**src/tcc_pkg.sv**
```systemverilog
`timescale 1ns / 1ps

package tcc_pkg;

	localparam int unsigned CharW  = 8;
	localparam int unsigned StatW  = 4;
	localparam int unsigned PosW   = 6;

	// header layout: vv-<32 trace-id>-<16 parent-id>-ff
	localparam logic [PosW-1:0] HdrLen = PosW'(55);
	localparam logic [PosW-1:0] PosSat = PosW'(56);
	localparam logic [PosW-1:0] DelimA = PosW'(2);
	localparam logic [PosW-1:0] DelimB = PosW'(35);
	localparam logic [PosW-1:0] DelimC = PosW'(52);

	localparam logic [CharW-1:0] ChDash = 8'h2d;
	localparam logic [CharW-1:0] ChZero = 8'h30;
	localparam logic [CharW-1:0] ChNine = 8'h39;
	localparam logic [CharW-1:0] ChLowA = 8'h61;
	localparam logic [CharW-1:0] ChLowF = 8'h66;

	typedef enum logic [StatW-1:0] {
		ST_OK          = 4'd0,
		ST_LENGTH      = 4'd1,
		ST_DELIM       = 4'd2,
		ST_VERSION_HEX = 4'd3,
		ST_TRACE_HEX   = 4'd4,
		ST_PARENT_HEX  = 4'd5,
		ST_FLAGS_HEX   = 4'd6,
		ST_VERSION_FF  = 4'd7,
		ST_TRACE_ZERO  = 4'd8,
		ST_PARENT_ZERO = 4'd9
	} status_t;

	function automatic logic is_low_hex(input logic [CharW-1:0] c);
		return ((c >= ChZero) && (c <= ChNine)) || ((c >= ChLowA) && (c <= ChLowF));
	endfunction

endpackage

```
**src/trace_context_header_checker_core.sv**
```systemverilog
`timescale 1ns / 1ps

// channel  | handshake                  | payload
// ---------+----------------------------+----------------------------
// input    | char_valid / char_ready    | char_byte[7:0], last_char
// output   | status_valid / status_ready| status[3:0]
//
// One character per cycle while no final character is stalled: a word sits in the
// input register, is checked against the running state and, if final, loads the
// status register. A status is loaded when its final character leaves the input
// register, which holds that character while the previous status is still unread.
// Reset returns the counter and flags to their start values and clears both valid bits.
// A waiting status stalls only a final character held in the input register;
// other characters keep flowing while the status is unread.
module trace_context_header_checker_core (
	input  logic                      clk,
	input  logic                      arst_n,
	input  logic                      char_valid,
	output logic                      char_ready,
	input  logic [tcc_pkg::CharW-1:0] char_byte,
	input  logic                      last_char,
	output logic                      status_valid,
	input  logic                      status_ready,
	output logic [tcc_pkg::StatW-1:0] status
);
	import tcc_pkg::*;

	logic             valid_s1;
	logic [CharW-1:0] char_s1;
	logic             last_s1;

	logic [PosW-1:0]  pos_q;
	status_t          first_err_q;
	logic             err_seen_q;
	logic             trace_zero_q;
	logic             parent_zero_q;
	logic             ver_first_f_q;
	logic             ver_ff_q;

	logic             out_valid_q;
	status_t          status_q;

	logic             advance;

	logic [PosW-1:0]  pos_n;
	status_t          first_err_n;
	logic             err_seen_n;
	logic             trace_zero_n;
	logic             parent_zero_n;
	logic             ver_first_f_n;
	logic             ver_ff_n;
	status_t          status_n;

	assign advance    = valid_s1 && (!last_s1 || !out_valid_q || status_ready);
	assign char_ready = !valid_s1 || advance;

	always_comb begin
		logic    examine;
		logic    delim;
		logic    hex;
		status_t code;

		pos_n         = pos_q;
		first_err_n   = first_err_q;
		err_seen_n    = err_seen_q;
		trace_zero_n  = trace_zero_q;
		parent_zero_n = parent_zero_q;
		ver_first_f_n = ver_first_f_q;
		ver_ff_n      = ver_ff_q;

		examine = (pos_q < HdrLen) && !err_seen_q;
		delim   = (pos_q == DelimA) || (pos_q == DelimB) || (pos_q == DelimC);
		hex     = is_low_hex(char_s1);

		if (pos_q < DelimA) begin
			code = ST_VERSION_HEX;
		end else if (pos_q < DelimB) begin
			code = ST_TRACE_HEX;
		end else if (pos_q < DelimC) begin
			code = ST_PARENT_HEX;
		end else begin
			code = ST_FLAGS_HEX;
		end

		if (examine) begin
			if (delim) begin
				if (char_s1 != ChDash) begin
					err_seen_n  = 1'b1;
					first_err_n = ST_DELIM;
				end
			end else if (!hex) begin
				err_seen_n  = 1'b1;
				first_err_n = code;
			end else begin
				if (char_s1 != ChZero) begin
					if ((pos_q > DelimA) && (pos_q < DelimB)) begin
						trace_zero_n = 1'b0;
					end else if ((pos_q > DelimB) && (pos_q < DelimC)) begin
						parent_zero_n = 1'b0;
					end
				end
				if (pos_q == '0) begin
					ver_first_f_n = (char_s1 == ChLowF);
				end else if (pos_q == PosW'(1)) begin
					ver_ff_n = ver_first_f_q && (char_s1 == ChLowF);
				end
			end
		end

		// saturate past the header length so overlong input reads as wrong length
		if (pos_q < PosSat) begin
			pos_n = pos_q + PosW'(1);
		end

		if (pos_n != HdrLen) begin
			status_n = ST_LENGTH;
		end else if (err_seen_n) begin
			status_n = first_err_n;
		end else if (ver_ff_n) begin
			status_n = ST_VERSION_FF;
		end else if (trace_zero_n) begin
			status_n = ST_TRACE_ZERO;
		end else if (parent_zero_n) begin
			status_n = ST_PARENT_ZERO;
		end else begin
			status_n = ST_OK;
		end
	end

	// input register
	always_ff @(posedge clk or negedge arst_n) begin
		if (!arst_n) begin
			valid_s1 <= 1'b0;
		end else if (char_ready) begin
			valid_s1 <= char_valid;
		end
	end

	always_ff @(posedge clk) begin
		if (char_ready && char_valid) begin
			char_s1 <= char_byte;
			last_s1 <= last_char;
		end
	end

	// running header state; return to reset after the final word
	always_ff @(posedge clk or negedge arst_n) begin
		if (!arst_n) begin
			pos_q         <= '0;
			first_err_q   <= ST_OK;
			err_seen_q    <= 1'b0;
			trace_zero_q  <= 1'b1;
			parent_zero_q <= 1'b1;
			ver_first_f_q <= 1'b0;
			ver_ff_q      <= 1'b0;
		end else if (advance) begin
			if (last_s1) begin
				pos_q         <= '0;
				first_err_q   <= ST_OK;
				err_seen_q    <= 1'b0;
				trace_zero_q  <= 1'b1;
				parent_zero_q <= 1'b1;
				ver_first_f_q <= 1'b0;
				ver_ff_q      <= 1'b0;
			end else begin
				pos_q         <= pos_n;
				first_err_q   <= first_err_n;
				err_seen_q    <= err_seen_n;
				trace_zero_q  <= trace_zero_n;
				parent_zero_q <= parent_zero_n;
				ver_first_f_q <= ver_first_f_n;
				ver_ff_q      <= ver_ff_n;
			end
		end
	end

	// result register
	always_ff @(posedge clk or negedge arst_n) begin
		if (!arst_n) begin
			out_valid_q <= 1'b0;
		end else if (advance && last_s1) begin
			out_valid_q <= 1'b1;
		end else if (status_ready) begin
			out_valid_q <= 1'b0;
		end
	end

	always_ff @(posedge clk) begin
		if (advance && last_s1) begin
			status_q <= status_n;
		end
	end

	assign status_valid = out_valid_q;
	assign status       = status_q;

endmodule

```
**config.mk**
```make
export PLATFORM = sky130hd
export DESIGN_NAME = trace_context_header_checker_core
export DESIGN_NICKNAME = d
export VERILOG_FILES = /design/src/tcc_pkg.sv /design/src/trace_context_header_checker_core.sv
export SDC_FILE = /design/constraint.sdc
export NUM_CORES = 1
export LEC_CHECK = 0
export BUFFER_PORTS_ARGS = -buffer_cell sky130_fd_sc_hd__clkbuf_2
export CAP_MARGIN = 40
export CORE_MARGIN = 2
export CORE_UTILIZATION = 35
export DETAILED_ROUTE_END_ITERATION = 10
export PLACE_DENSITY_LB_ADDON = 0.25
export SLEW_MARGIN = 20
export SYNTH_ARGS = -nofsm -noshare
export SYNTH_HDL_FRONTEND = slang
export SYNTH_SLANG_ARGS = --single-unit
```
**constraint.sdc**
```tcl
create_clock -name clk -period 6.8 [get_ports clk]
set_input_delay 1.02 -clock clk [delete_from_list [all_inputs] [get_ports clk]]
set_output_delay 1.02 -clock clk [all_outputs]
set_load 0.1 [all_outputs]
```
# Word level (Yosys, flattened, before mapping)
# Cells that the tools add are included.
# classes
n_addsub,1
n_reduce_logical,25
n_lt_le_gt_ge,11
n_eq_ne,9
n_mux,45
# ops
operator,count
4-bit two-way mux,11
1-bit two-way mux,31
6-bit < comparator (second input constant),4
8-bit by 6-bit != test with 1-bit output (second input constant),2
6-bit equality test (second input constant),2
6-bit two-way mux,2
1-bit logical AND,9
8-bit by 7-bit equality test with 1-bit output (second input constant),1
8-bit by 6-bit greater-or-equal comparator with 1-bit output (second input constant),1
8-bit by 7-bit greater-or-equal comparator with 1-bit output (second input constant),1
8-bit by 6-bit less-or-equal comparator with 1-bit output (second input constant),1
8-bit by 7-bit less-or-equal comparator with 1-bit output (second input constant),1
2-bit nonzero test,4
6-bit by 1-bit adder with 6-bit output (second input constant),1
6-bit by 1-bit equality test with 1-bit output (second input constant),1
6-bit by 2-bit equality test with 1-bit output (second input constant),1
6-bit by 2-bit > comparator with 1-bit output (second input constant),1
6-bit > comparator (second input constant),1
6-bit zero test,1
1-bit logical OR,6
6-bit by 2-bit < comparator with 1-bit output (second input constant),1
6-bit != test (second input constant),1
5-bit AND reduction,1
1-bit zero test,4
other kinds (2),2
# word_totals
out_inout_bits,6
regBits,30
inputBits,13

# Depth between registers and ports, before layout
# logic_depth
word_depth,12
mapped_depth,8

# Worst setup path before layout
# No wires, ideal clock.
# synth_path
path_type,register to output
from,register out_valid_q (netlist: status_valid)
to,output char_ready
arrival_time_ns,2.034
required_ns,5.780
slack_ns,3.746
n_path_buf,0
stages_incl_launch_ff,2
path_cell_list,dfrtp_1 -> nand4b_1
# synth_via
elab_chain_cells,5
# synth_rtl
element,line_no,rtl
"start, declared",trace_context_header_checker_core.sv:40,logic out_valid_q;
"start signal, assigned",trace_context_header_checker_core.sv:180,out_valid_q <= 1'b0;
"start signal, assigned",trace_context_header_checker_core.sv:182,out_valid_q <= 1'b1;
"start signal, assigned",trace_context_header_checker_core.sv:184,out_valid_q <= 1'b0;
1-bit zero test,trace_context_header_checker_core.sv:54,assign advance = valid_s1 && (!last_s1 || !out_valid_q || status_ready);
1-bit logical OR (2 in a row),trace_context_header_checker_core.sv:54,
1-bit logical AND,trace_context_header_checker_core.sv:54,
1-bit logical OR,trace_context_header_checker_core.sv:55,assign char_ready = !valid_s1 || advance;
"end, declared",trace_context_header_checker_core.sv:19,"output logic char_ready,"
# No other way between the ends.

# Final worst setup path
# layout_path
from,input status_ready
to,output char_ready
# layout_via
elab_chain_cells,3
# layout_rtl
element,line_no,rtl
"start, declared",trace_context_header_checker_core.sv:23,"input logic status_ready,"
1-bit logical OR,trace_context_header_checker_core.sv:54,
1-bit logical AND,trace_context_header_checker_core.sv:54,
1-bit logical OR,trace_context_header_checker_core.sv:55,
# No other way between the ends.

==> results.ini <==
[flow_run]
drv_cap=0

[synthesis]
synthTopCellsByCount=dfrtp_1 (15), nor2_1 (14), o21ai_0 (14), edfxtp_1 (13), nand2_1 (11)
synthFlopType=dfrtp_1
avgSynthCellArea_um2=9.88
synth_edf_count=13
synth-seq-area-share_pct=47.6
yosysWarnings=0
syn_area_um2=1720
async_reset_ff_share_pct=56.7
synthesis.nets=191
synth.distinct_cells=49
synth_top_area_cell=edfxtp_1
yosysTopAreaCellShare_pct=22.7
yosys-top-cells-area=edfxtp_1 (23%), dfrtp_1 (22%), o21ai_0 (4.1%)
synth_cells=174
synth.most_common_cell=dfrtp_1
synth_seq_cells=30

[die]
die_area_um2=5490
ios=19
dieHeight_um=74.1
start_util_pct=36.4
rows=25
core_um2=4720
die_w_um=74.1

[finish]
diodes=0
syn_to_final_growth_pct=13.5
nets=208
n_fill_cell=464
drive_gt1_share_pct=17.7
final_area_um2=1950

[clocking]
clkSinkCount=30
post_cts_buffers=0
clockRootBuffer=clkbuf_8
cts_hold_buffers=0
cts_tree=done
postCtsResizedCells=0
clkTransAtPathRegs_ns=0.06
clk_path_buf_depth=2
cts-buffers-inserted=5
cts_htree_levels=2
clkLatencyLatePin_ns=0.28

[sta]
hold_viol=0
post-route-period-util_pct=40.5
rsz0062_at_grt=no
min_period_ns=2.76
holdWs_ns=0.492
finClkSkew_ns=0.00809
worstMarginPinSlew_ns=0.786
fmax_mhz=363
report.final.slew_viol_count=0
slew_headroom_pct=46.9
fin_ws_ns=4.04
fin_tns_setup_ns=0
setup_viol=0

[global_route]
grt_max_degree=18
grt_pass1_wl_mm=6.71
antenna_found_initial=0
grtUsageTotal_pct=16.3
grt_pass1_vias=1389
overflow=0

[placement]
io_buffer_count=18
pre_cts_slack_ns=4.05
place_area_um2=1860
hpwl_mm=2.90
place_congestion=0.878

[routing]
routedWlPerCell_um=15.0
routed_wl_mm=3.88
drc=0
routed_via_density=5.39
drtAntennaViolNets=0
vias=1396
drt-initial-drc-count=92
firstDrtPassIters=4

[setup_path]
start_kind=input pin
worst_path_largest_cell_delay_ns=0.48
cp_data_required_time_ns=5.78
cp.arrival_ns=1.74
crit_chain=clkbuf_2 -> nand4b_1 -> clkbuf_2
crit_path_frequent_cell=clkbuf_2
end_kind=output pin
worstPathMaxFanout=3
slowest_stage=clkbuf_2
path_class=input pin to output pin

[power_and_ir_drop]
ir_worst_vdd_v=0.000123
p_leak_nw=0.749
power_mw=0.442
power_density_nw_per_um2=226

[min_path]
min_path_type=register to register

[status]
status=finished clean

-- placed cells by master (no fill, tap or decap), types with 3 or more instances in the layout --
master	n
clkbuf_2	18
dfrtp_1	15
nor2_1	14
o21ai_0	14
edfxtp_1	13
nand2_1	11
nand3_1	9
inv_1	7
a21oi_1	6
o31ai_1	6
and2_1	5
clkbuf_8	5
or3_1	4
ha_1	4
nor3_1	3
nor3b_1	3
-- critical path, delay by kind of cell --
kind,cells,cell delay [ns]
and+or+nand+nor,1,0.14
buffers and inverters,2,0.57
-- kinds of logic (layout without fill, tap and decap cells) --
| group | after synthesis | in the layout | share of synthesized area (%) |
|---|---|---|---|
| muxes | 2 | 2 | 1.16 |
| adders and majority gates | 4 | 4 | 2.91 |
| buffers and inverters | 15 | 33 | 3.28 |
| xor gates and xnor gates | 2 | 2 | 1.02 |
| DFF | 30 | 30 | 47.6 |
| AOI/OAI and AO/OA | 52 | 52 | 21.2 |
| and+or+nand+nor | 69 | 69 | 22.9 |
-- final cells by class --
class	count	area, um^2	share of cell area [%]
sequential	30	818	41.9
clock inverter	2	15.0	0.770
tap	67	83.8	4.30
multi-input combinational	129	845	43.3
clock buffer	6	72.6	3.72
timing repair buffer	18	90.1	4.62
inverter	7	26.3	1.35
-- final timing paths --
path	startpoint	endpoint	slack, ns	depth (start not counted)
setup / recovery	status_ready	char_ready	4.04	3
hold / removal	first_err_q[3]	first_err_q[3]	0.49	1
setup reg to reg	pos_q[0]	status[0]	4.09	7
hold reg to reg	first_err_q[3]	first_err_q[3]	0.49	1
max in group asynchronous	arst_n	parent_zero_q	5.78	1
min in group asynchronous	arst_n	err_seen_q	0.68	1
-- flip-flops by register name (all words and copies together) (netlist names) --
| signal | flops |
|---|---|
| char_s1 | 8 |
| err_seen_q | 1 |
| first_err_q | 4 |
| last_s1 | 1 |
| parent_zero_q | 1 |
| pos_q | 6 |
| status | 4 |
| status_valid | 1 |
| trace_zero_q | 1 |
| valid_s1 | 1 |
| ver_ff_q | 1 |
| ver_first_f_q | 1 |
-- routing by layer --
metal  part of all wire [%]  track usage, %  up-vias
li1                       -               -      693
met4                    2.6            7.07        0
met3                    4.4            3.79        9
met5                      0               0        -
met1                     47            22.3      660
met2                     46            24.8       34
-- metrics by stage --
step                      util [%]  cells
after CTS                     41.3    259
after detailed placement      39.4    251
after floorplan                  -    174
after global placement        39.4    251
after global routing          41.3    259
final                         41.3    259
-- power breakdown --
group | total [mW] | switching (mW) | internal, mW | leakage (nW)
registers | 0.218 | 0.0157 | 0.203 | 0.342
clock network | 0.136 | 0.0646 | 0.0719 | 0.0374
logic | 0.0867 | 0.0565 | 0.0302 | 0.370
(Power assumes the default switching activity.)
